File: config.mk
export PLATFORM = sky130hd
export DESIGN_NAME = tga_uncompressed_stream_decoder_top
export DESIGN_NICKNAME = d
export VERILOG_FILES = /design/src/design/tgad_pkg.sv /design/src/design/tga_uncompressed_stream_decoder_top.sv
export SDC_FILE = /design/constraint.sdc
export NUM_CORES = 1
export LEC_CHECK = 0
export BUFFER_PORTS_ARGS = -buffer_cell sky130_fd_sc_hd__buf_2
export CAP_MARGIN = 25
export CORE_AREA = 2 2 200 202
export CTS_CLUSTER_SIZE = 20
export DETAILED_ROUTE_END_ITERATION = 10
export DIE_AREA = 0 0 202 204
export HOLD_SLACK_MARGIN = 0.06
export PLACE_DENSITY = 0.66
export SLEW_MARGIN = 20
export SYNTH_ARGS = -nofsm -noshare
export SYNTH_HDL_FRONTEND = slang
export SYNTH_SLANG_ARGS = --single-unit
File: constraint.sdc
create_clock -name clk -period 10.19 [get_ports clk]
set_clock_uncertainty 0.15 [all_clocks]
set_input_delay 1.019 -clock clk [delete_from_list [all_inputs] [get_ports clk]]
set_output_delay 1.019 -clock clk [all_outputs]
set_load 0.01 [all_outputs]
File: src/design/tgad_pkg.sv
// ----------------------------------------------------------------------------
// TGA stream decoder package
// Header layout, image type codes, error codes, parser phases, result word.
// ----------------------------------------------------------------------------
package tgad_pkg;

  localparam int unsigned HEADER_LEN = 18;

  // byte offsets inside the header
  localparam logic [4:0] HDR_ID_LEN    = 5'd0;
  localparam logic [4:0] HDR_TYPE      = 5'd2;
  localparam logic [4:0] HDR_WIDTH_LO  = 5'd12;
  localparam logic [4:0] HDR_WIDTH_HI  = 5'd13;
  localparam logic [4:0] HDR_HEIGHT_LO = 5'd14;
  localparam logic [4:0] HDR_HEIGHT_HI = 5'd15;
  localparam logic [4:0] HDR_BPP       = 5'd16;
  localparam logic [4:0] HDR_DESC      = 5'd17;

  localparam logic [7:0] TYPE_TRUECOLOR = 8'd2;
  localparam logic [7:0] TYPE_GRAY      = 8'd3;
  localparam logic [7:0] ORIGIN_BIT     = 8'h20;

  localparam logic [7:0] BPP_8  = 8'd8;
  localparam logic [7:0] BPP_24 = 8'd24;
  localparam logic [7:0] BPP_32 = 8'd32;

  localparam logic [2:0] CH_GRAY = 3'd1;
  localparam logic [2:0] CH_RGB  = 3'd3;
  localparam logic [2:0] CH_RGBA = 3'd4;

  typedef enum logic [1:0] {
    ERR_NONE        = 2'd0,
    ERR_SMALL       = 2'd1,
    ERR_UNSUPPORTED = 2'd2,
    ERR_TRUNCATED   = 2'd3
  } err_t;

  typedef enum logic [3:0] {
    PH_HEADER = 4'b0001,
    PH_ID     = 4'b0010,
    PH_PIXELS = 4'b0100,
    PH_DRAIN  = 4'b1000
  } phase_t;

  typedef struct packed {
    logic        kind;
    err_t        error_code;
    logic [15:0] pixel_x;
    logic [15:0] pixel_y;
    logic [7:0]  red;
    logic [7:0]  green;
    logic [7:0]  blue;
    logic [7:0]  alpha;
    logic [2:0]  channels;
    logic        last;
  } res_t;

  function automatic res_t err_word(err_t code);
    res_t r;
    r            = '0;
    r.kind       = 1'b1;
    r.error_code = code;
    r.last       = 1'b1;
    return r;
  endfunction

endpackage

File: src/design/tga_uncompressed_stream_decoder_top.sv
// ----------------------------------------------------------------------------
// TGA uncompressed stream decoder
// Parses header, skips id field, emits RGB(A)/gray pixels and error words.
// ----------------------------------------------------------------------------
// Each result word is registered into the result queue when its byte is accepted.
// Throughput: one byte per cycle while in_ready is high; a byte that causes
// a pixel and an error word fills two entries of a three-entry result queue,
// so in_ready drops for one cycle after it even with out_ready held high.
// in_ready is high while at most one result word is queued.
// Reset (rst_n low, synchronous) returns the parser to the header phase and
// empties the result queue.
module tga_uncompressed_stream_decoder_top
  import tgad_pkg::*;
(
  input  logic        clk,
  input  logic        rst_n,
  input  logic        in_valid,
  output logic        in_ready,
  input  logic [7:0]  in_data_byte,
  input  logic        in_end_of_file,
  output logic        out_valid,
  input  logic        out_ready,
  output logic        out_kind,
  output logic [1:0]  out_error_code,
  output logic [15:0] out_pixel_x,
  output logic [15:0] out_pixel_y,
  output logic [7:0]  out_red,
  output logic [7:0]  out_green,
  output logic [7:0]  out_blue,
  output logic [7:0]  out_alpha,
  output logic [2:0]  out_channels,
  output logic        out_last
);

  // parser state
  phase_t      phase_r, phase_nxt;
  logic [4:0]  hidx_r, hidx_nxt;
  logic [7:0]  id_left_r, id_left_nxt;
  logic        gray_r, gray_nxt;
  logic        type_ok_r, type_ok_nxt;
  logic [7:0]  bpp_r, bpp_nxt;
  logic [15:0] width_r, width_nxt;
  logic [15:0] height_r, height_nxt;
  logic        top_left_r, top_left_nxt;
  logic [15:0] col_r, col_nxt;
  logic [15:0] row_r, row_nxt;
  logic [1:0]  bip_r, bip_nxt;
  logic [23:0] held_r, held_nxt;

  // result queue
  res_t        slot_r [3];
  res_t        slot_nxt [3];
  logic [1:0]  cnt_r, cnt_nxt;

  logic        push, pop;
  logic [1:0]  n_res;
  res_t        res0, res1;

  logic        hdr_ok;
  logic [23:0] held_upd;
  logic [4:0]  bip_inc;
  logic [2:0]  ch;
  logic        final_px;
  logic [15:0] col_inc;
  logic [15:0] y_pix;
  logic [1:0]  cnt_p;

  assign in_ready  = (cnt_r <= 2'd1);
  assign push      = in_valid && in_ready;
  assign out_valid = (cnt_r != 2'd0);
  assign pop       = out_valid && out_ready;

  assign hdr_ok = type_ok_r && (width_r != 16'd0) && (height_r != 16'd0) &&
                  (bpp_r == BPP_8 || bpp_r == BPP_24 || bpp_r == BPP_32) &&
                  !(!gray_r && bpp_r == BPP_8);

  assign ch       = gray_r ? CH_GRAY : ((bpp_r == BPP_32) ? CH_RGBA : CH_RGB);
  assign bip_inc  = {3'd0, bip_r} + 5'd1;
  assign final_px = ({1'b0, col_r} + 17'd1 == {1'b0, width_r}) &&
                    ({1'b0, row_r} + 17'd1 == {1'b0, height_r});
  assign col_inc  = col_r + 16'd1;
  assign y_pix    = top_left_r ? row_r : (height_r - 16'd1 - row_r);

  always_comb begin
    case (bip_r)
      2'd0:    held_upd = held_r | {16'd0, in_data_byte};
      2'd1:    held_upd = held_r | {8'd0, in_data_byte, 8'd0};
      2'd2:    held_upd = held_r | {in_data_byte, 16'd0};
      default: held_upd = held_r;
    endcase
  end

  always_comb begin
    phase_nxt    = phase_r;
    hidx_nxt     = hidx_r;
    id_left_nxt  = id_left_r;
    gray_nxt     = gray_r;
    type_ok_nxt  = type_ok_r;
    bpp_nxt      = bpp_r;
    width_nxt    = width_r;
    height_nxt   = height_r;
    top_left_nxt = top_left_r;
    col_nxt      = col_r;
    row_nxt      = row_r;
    bip_nxt      = bip_r;
    held_nxt     = held_r;
    n_res        = 2'd0;
    res0         = err_word(ERR_TRUNCATED);
    res1         = err_word(ERR_TRUNCATED);

    case (phase_r)
      PH_HEADER: begin
        case (hidx_r)
          HDR_ID_LEN:    id_left_nxt = in_data_byte;
          HDR_TYPE: begin
            gray_nxt    = (in_data_byte == TYPE_GRAY);
            type_ok_nxt = (in_data_byte == TYPE_TRUECOLOR) ||
                          (in_data_byte == TYPE_GRAY);
          end
          HDR_WIDTH_LO:  width_nxt  = {width_r[15:8], in_data_byte};
          HDR_WIDTH_HI:  width_nxt  = {in_data_byte, width_r[7:0]};
          HDR_HEIGHT_LO: height_nxt = {height_r[15:8], in_data_byte};
          HDR_HEIGHT_HI: height_nxt = {in_data_byte, height_r[7:0]};
          HDR_BPP:       bpp_nxt    = in_data_byte;
          HDR_DESC:      top_left_nxt = ((in_data_byte & ORIGIN_BIT) != 8'd0);
          default: ;
        endcase
        if (hidx_r != HDR_DESC) begin
          hidx_nxt = hidx_r + 5'd1;
          if (in_end_of_file) begin
            n_res = 2'd1;
            res0  = err_word(ERR_SMALL);
          end
        end else if (!hdr_ok) begin
          n_res     = 2'd1;
          res0      = err_word(ERR_UNSUPPORTED);
          phase_nxt = PH_DRAIN;
        end else begin
          phase_nxt = (id_left_r != 8'd0) ? PH_ID : PH_PIXELS;
          if (in_end_of_file) n_res = 2'd1;
        end
      end
      PH_ID: begin
        id_left_nxt = id_left_r - 8'd1;
        if (id_left_nxt == 8'd0) phase_nxt = PH_PIXELS;
        if (in_end_of_file) n_res = 2'd1;
      end
      PH_PIXELS: begin
        held_nxt = held_upd;
        if (bip_inc < bpp_r[7:3]) begin
          bip_nxt = bip_inc[1:0];
          if (in_end_of_file) n_res = 2'd1;
        end else begin
          res0            = '0;
          res0.error_code = ERR_NONE;
          res0.pixel_x    = col_r;
          res0.pixel_y    = y_pix;
          res0.channels   = ch;
          res0.last       = final_px;
          if (ch == CH_GRAY) begin
            res0.red = held_upd[7:0];
          end else begin
            res0.red   = held_upd[23:16];
            res0.green = held_upd[15:8];
            res0.blue  = held_upd[7:0];
            res0.alpha = (ch == CH_RGBA) ? in_data_byte : 8'd0;
          end
          n_res    = 2'd1;
          bip_nxt  = 2'd0;
          held_nxt = 24'd0;
          if (final_px) begin
            phase_nxt = PH_DRAIN;
          end else begin
            if (col_inc == width_r) begin
              col_nxt = 16'd0;
              row_nxt = row_r + 16'd1;
            end else begin
              col_nxt = col_inc;
            end
            if (in_end_of_file) n_res = 2'd2;
          end
        end
      end
      default: ; // drain: byte ignored
    endcase

    if (in_end_of_file) begin
      phase_nxt    = PH_HEADER;
      hidx_nxt     = 5'd0;
      id_left_nxt  = 8'd0;
      gray_nxt     = 1'b0;
      type_ok_nxt  = 1'b0;
      bpp_nxt      = 8'd0;
      width_nxt    = 16'd0;
      height_nxt   = 16'd0;
      top_left_nxt = 1'b0;
      col_nxt      = 16'd0;
      row_nxt      = 16'd0;
      bip_nxt      = 2'd0;
      held_nxt     = 24'd0;
    end
  end

  // queue: shift out the head on pop, then append new words behind the rest
  always_comb begin
    cnt_p       = cnt_r - {1'b0, pop};
    slot_nxt[0] = pop ? slot_r[1] : slot_r[0];
    slot_nxt[1] = pop ? slot_r[2] : slot_r[1];
    slot_nxt[2] = slot_r[2];
    cnt_nxt     = cnt_p;
    if (push) begin
      cnt_nxt = cnt_p + n_res;
      for (int i = 0; i < 3; i++) begin
        if (n_res != 2'd0 && cnt_p == i[1:0]) slot_nxt[i] = res0;
        if (n_res == 2'd2 && cnt_p + 2'd1 == i[1:0]) slot_nxt[i] = res1;
      end
    end
  end

  always_ff @(posedge clk) begin
    if (!rst_n) begin
      phase_r    <= PH_HEADER;
      hidx_r     <= 5'd0;
      id_left_r  <= 8'd0;
      gray_r     <= 1'b0;
      type_ok_r  <= 1'b0;
      bpp_r      <= 8'd0;
      width_r    <= 16'd0;
      height_r   <= 16'd0;
      top_left_r <= 1'b0;
      col_r      <= 16'd0;
      row_r      <= 16'd0;
      bip_r      <= 2'd0;
      held_r     <= 24'd0;
      cnt_r      <= 2'd0;
    end else begin
      if (push) begin
        phase_r    <= phase_nxt;
        hidx_r     <= hidx_nxt;
        id_left_r  <= id_left_nxt;
        gray_r     <= gray_nxt;
        type_ok_r  <= type_ok_nxt;
        bpp_r      <= bpp_nxt;
        width_r    <= width_nxt;
        height_r   <= height_nxt;
        top_left_r <= top_left_nxt;
        col_r      <= col_nxt;
        row_r      <= row_nxt;
        bip_r      <= bip_nxt;
        held_r     <= held_nxt;
      end
      cnt_r <= cnt_nxt;
    end
  end

  always_ff @(posedge clk) begin
    for (int i = 0; i < 3; i++) slot_r[i] <= slot_nxt[i];
  end

  assign out_kind       = slot_r[0].kind;
  assign out_error_code = slot_r[0].error_code;
  assign out_pixel_x    = slot_r[0].pixel_x;
  assign out_pixel_y    = slot_r[0].pixel_y;
  assign out_red        = slot_r[0].red;
  assign out_green      = slot_r[0].green;
  assign out_blue       = slot_r[0].blue;
  assign out_alpha      = slot_r[0].alpha;
  assign out_channels   = slot_r[0].channels;
  assign out_last       = slot_r[0].last;

  a_eof_resets: assert property (@(posedge clk) disable iff (!rst_n)
    push && in_end_of_file |=> phase_r == PH_HEADER && hidx_r == 5'd0 && bip_r == 2'd0)
    else $error("parser not back in header phase after end of file");

  a_err_word: assert property (@(posedge clk) disable iff (!rst_n)
    out_valid && out_kind |-> out_last && out_channels == 3'd0 &&
    out_pixel_x == 16'd0 && out_error_code != ERR_NONE)
    else $error("malformed error word");

  a_pix_word: assert property (@(posedge clk) disable iff (!rst_n)
    out_valid && !out_kind |-> out_error_code == ERR_NONE && out_channels != 3'd0)
    else $error("malformed pixel word");

endmodule

**Word-level counts from Yosys, hierarchy flattened**

Memory sizes are Yosys's and may differ from the RTL's.
Cells that the tools add are included.

- Add/sub/neg operators: 12
- $mul: 0
- $lt $le $gt $ge: 2
- Div/mod/pow operators: 0
- Bitwise operators: 3
- Shifts and indexed selects: 0
- Reductions and logical operators: 55
- Muxes and demuxes: 77
- Equal/unequal tests: 39

Operators with widths:

| kind | count |
|---|---|
| $mux W71 | 10 |
| $mux W16 | 15 |
| $mux W213 | 1 |
| $pmux W71 S2 | 1 |
| $mux W24 | 4 |
| $pmux W24 S3 | 1 |
| $mux W70 | 1 |
| $mux W69 | 1 |
| $pmux W16 S2 | 2 |
| $mux W8 | 7 |
| $add A16 B1 Y17 const B | 2 |
| $eq A17 B16 Y1 | 2 |
| $add A16 B1 Y16 const B | 2 |
| $reduce_bool A16 Y1 | 2 |
| $reduce_bool A2 Y1 | 13 |
| $mux W4 | 6 |
| $or A24 B16 Y24 | 1 |
| $or A24 B24 Y24 | 1 |
| $or A24 B8 Y24 | 1 |
| $eq A5 B4 Y1 const B | 4 |
| $reduce_and A4 Y1 | 5 |
| $eq A16 B16 Y1 | 1 |
| $eq A8 B2 Y1 const B | 2 |
| $pmux W8 S2 | 1 |
| 45 further kinds | 102 |

- Bits in registers: 120
- Memory bits (writable): 213
- Output and inout port bits: 73
- Input bits: 13
- Bits in latches: 0
- Word-level logic and storage cells: 205
- Memories: 1
- Memory bits (read-only): 0

Memory list:

| name | depth | bits a word | read ports | clocked after Yosys merged registers in | wr ports | line | source |
|---|---|---|---|---|---|---|---|
| slot_r | 3 | 71 | 3 | 0 | 3 | tga_uncompressed_stream_decoder_top.sv:51 | `res_t slot_r [3];` |

**Logic depth before layout (Yosys ltp)**

- Word-level depth: 13
- Depth in mapped cells: 15
- Mapped depth without buffers: 15

**Worst setup path before layout**

Ideal clock, no wire load.

- Path type: input to register
- Start: in out_ready
- End: mem slot_r[0][142] (netlist name) (enable)
- Cell stages on the path: 8
- Setup time: 0.523 ns
- Path slack: 2.979 ns
- Required time: 9.517 ns
- Arrival time: 6.538 ns
- Cell sequence: nand2_1 inv_2 clkbuf_1 buf_1 ha_1 clkbuf_1 or4_1 a21oi_1

RTL lines:

| what | line | source |
|---|---|---|
| from (decl) | tga_uncompressed_stream_decoder_top.sv:22 | `input logic out_ready,` |
| to (decl) | tga_uncompressed_stream_decoder_top.sv:51 |  |

==> summary.md <==
| Metric | Value |
|---|---|
| Status | `completed` |
| Die Y | `204 um` |
| Share of cells above drive strength 1 | `10.1%` |
| Register area share after synthesis | `42.5%` |
| Num CTS Buffers | `36` |
| Crit path kind | `reg2reg` |
| Vias | `14,900` |
| Initial antenna violation count | `1` |
| Slew margin rel. | `33.9%` |
| Ports | `86` |
| Syn. warnings | `0` |
| Fill count | `3,678` |
| GR Util All Layers | `22.5%` |
| Clock-pin slew on the worst setup and hold paths | `0.06 ns` |
| Critical-path cell list | `ha_1 -> nand3_1 -> nor4_1 -> mux2_2 -> mux2i_1 -> a2111oi_2 -> o211ai_4 -> nand2_1 -> or4_1 -> a21oi_4 -> buf_4` |
| DPL Wire Length | `31,400 um` |
| Final hold vios | `0` |
| Setup TNS | `0 ns` |
| Vias in the first global route | `14,000` |
| Cts hold-fix bufs | `0` |
| Largest net degree at the start of global routing | `87` |
| Maximum Capacitance Violations | `0` |
| Worst slew pin tran | `0.991 ns` |
| Max IR drop VDD | `0.0992 mV` |
| Post-synth ARST share | `0%` |
| Setup bufs post-CTS | `0` |
| Post_cts resized | `0` |
| Via density | `5.89` |
| Die Footprint | `0.0412 mm^2` |
| Max H-tree Level | `2` |
| Clk_lat worst skew | `0.53 ns` |
| Syn avg cell area | `8.46 um^2` |
| Period utilisation layout | `51.3%` |
| ANT nets after route | `0` |
| Lkg Pwr | `6.86 nW` |
| Num rows | `73` |
| # DRC | `0` |
| Worst Setup End Kind | `flip-flop` |
| Ys flop type | `dfxtp_1` |
| Final setup margin | `4.96 ns` |
| Syn Inst Count | `2,053` |
| Clk sinks | `333` |
| Pre-CTS WS | `5.07 ns` |
| FF-to-FF path depth | `11` |
| Starting DRT DRC Count | `1,227` |
| Setup repair after global routing missed its margin | `false` |
| Hold_ws | `0.346 ns` |
| Longest Clk Path Bufs | `3` |
| F_max | `191 MHz` |
| Min-delay worst type | `reg2reg` |
| Pwr Density | `232 mW/mm^2` |
| WP data required | `10.18 ns` |
| Crit-path max cell delay | `0.75 ns` |
| Global-route wire length before repair | `75,700 um` |
| Post-synth cell types | `77` |
| Syn_nets | `2,099` |
| CP max-delay cell | `buf_4` |
| CTS tree | `built` |
| Core ar. | `0.0392 mm^2` |
| GR Overflow Total | `0` |
| Critical Path AT | `5.22 ns` |
| Layout overhead on the synthesized area | `8.14%` |
| Post-synth EDFFs | `71` |
| Synthesized area | `0.0174 mm^2` |
| Final Net Count | `2,025` |
| I/O Buffers | `85` |
| Synth Register Bits | `333` |
| Worst Hold Path Cells | `2` |
| Root buf cell | `clkbuf_16` |
| RD Place Congestion | `0.872` |
| CP max FO | `65` |
| Die width | `202 um` |
| WL/cell | `18.7 um` |
| Overall routed net length | `47,300 um` |
| CP startpoint kind | `flip-flop` |
| Starting Density | `44.3%` |
| Tmin final | `5.23 ns` |
| Final max-slew violation count | `0` |
| Final Setup Violations | `0` |
| Drt pass-1 iters | `7` |
## power breakdown
| group | internal (mW) | switching [mW] | leakage (nW) | total, mW |
|---|---|---|---|---|
| clock | 0.807 | 0.535 | 0.586 | 1.34 |
| sequential | 1.65 | 0.164 | 2.80 | 1.81 |
| combinational | 0.483 | 0.731 | 3.48 | 1.21 |
## per-layer routing
layer	share of wire (%)	track usage, %
met2	44	34.9
met4	2.5	7.06
met1	47	32.4
met3	6.9	3.08
met5	0	0
## cell usage in the layout, fill, tap and decap left out, types with 5 or more instances in the layout
| master | n |
|---|---|
| clkbuf_16 | 37 |
| edfxtp_1 | 71 |
| mux2i_1 | 134 |
| dfxtp_1 | 262 |
| o21a_1 | 9 |
| and3_1 | 16 |
| or4_1 | 7 |
| nor2_1 | 276 |
| mux2_2 | 5 |
| xor2_1 | 30 |
| buf_4 | 21 |
| a32o_1 | 11 |
| or2_2 | 9 |
| a211oi_1 | 7 |
| a31oi_1 | 33 |
| inv_1 | 42 |
| nor3_1 | 44 |
| clkbuf_1 | 9 |
| clkbuf_8 | 5 |
| nand4_1 | 13 |
| nand2_1 | 251 |
| o22ai_1 | 116 |
| nor4_1 | 27 |
| a21o_1 | 6 |
| nor2b_1 | 13 |
| buf_2 | 85 |
| o311ai_0 | 6 |
| o21ai_0 | 82 |
| ha_1 | 32 |
| xnor2_1 | 29 |
| and2_1 | 5 |
| nand3_1 | 41 |
| o211ai_1 | 5 |
| a22oi_1 | 28 |
| a21oi_1 | 118 |
| nor3b_1 | 8 |
## synthesized netlist by cell type (5+ instances only)
cell type  count  area share (%)
and2_1         5            0.18
buf_1          5            0.11
o21a_1         9            0.39
a21oi_1      119             3.4
clkbuf_1     127             2.7
a22oi_1       28             1.2
a32o_1        11            0.63
buf_4         71             3.1
nor2b_1       14            0.50
nor4_1        29             1.0
o21ai_0       82             2.4
mux2i_1      134             7.7
nand2_1      252             5.4
nor3b_1        8            0.35
and3_1        16            0.58
inv_1         43            0.93
xor2_1        30             1.5
nor2_1       277             6.0
dfxtp_1      262              30
nor3_1        46             1.3
o211ai_1       5            0.22
or2_2          9            0.32
o311ai_0       6            0.30
a211oi_1       7            0.30
xnor2_1       29             1.5
nand4_1       13            0.47
a21o_1         6            0.26
a31oi_1       34             1.2
o22ai_1      116             4.2
nand3_1       41             1.2
mux2_2         5            0.32
buf_2         17            0.49
or4_1          8            0.35
ha_1          32             2.3
edfxtp_1      71              12
## cell type report
class | instances | area, um^2 | share of cell area [%]
flip-flops and latches | 333 | 7380 | 39.3
repair buffers | 109 | 611 | 3.25
diodes | 1 | 2.50 | 0.0133
clock buffers | 51 | 1030 | 5.48
multi-input cells | 1455 | 8760 | 46.6
clock inverters | 13 | 176 | 0.939
well taps | 525 | 657 | 3.50
inverters | 44 | 170 | 0.906
## critical path, delay by kind of cell, from the launching register on
family,cells,cell delay (ns)
fa+ha+maj,1,0.28
mux,2,0.56
buf+inv,1,0.75
flops,1,0.46
simple gates,4,1.95
compound gates,3,0.61
## worst paths after layout
path	from	end	slack [ns]
max	row_r[1]$_SDFFE_PN0P_	slot_r[0][199]$_SDFFCE_PP0P_	4.96
min	id_left_r[4]$_SDFFE_PN0P_	id_left_r[4]$_SDFFE_PN0P_	0.35
max reg2reg	row_r[1]$_SDFFE_PN0P_	slot_r[0][199]$_SDFFCE_PP0P_	4.96
min reg2reg	id_left_r[4]$_SDFFE_PN0P_	id_left_r[4]$_SDFFE_PN0P_	0.35
## per-stage QoR
step                total power [mW]  utilization [%]  instance area, um^2  instances
floorplan                       2.82                -                17400       2053
CTS                             4.38             47.9                18800       2527
global route                    4.59             47.9                18800       2531
finish                          4.37             47.9                18800       2531
global placement                3.00             44.8                17500       2462
detailed placement              3.04             44.8                17500       2463
## kinds of logic after synthesis
kind of cell	count (synthesis)	synth area share, %
simple gates	747	19.2
compound gates	476	17.3
flops	333	42.5
buf+inv	265	7.43
mux	139	8.05
xor+xnor	60	3.10
fa+ha+maj	33	2.42
## registers in the layout (all words and copies together) (netlist names), 4 cells and up
name and count:
slot_r 213, row_r 16, id_left_r 8, bpp_r 8, col_r 16, held_r 24
phase_r 4, height_r 16, width_r 16, hidx_r 5
Note: power is estimated with default switching activity, not from simulation.
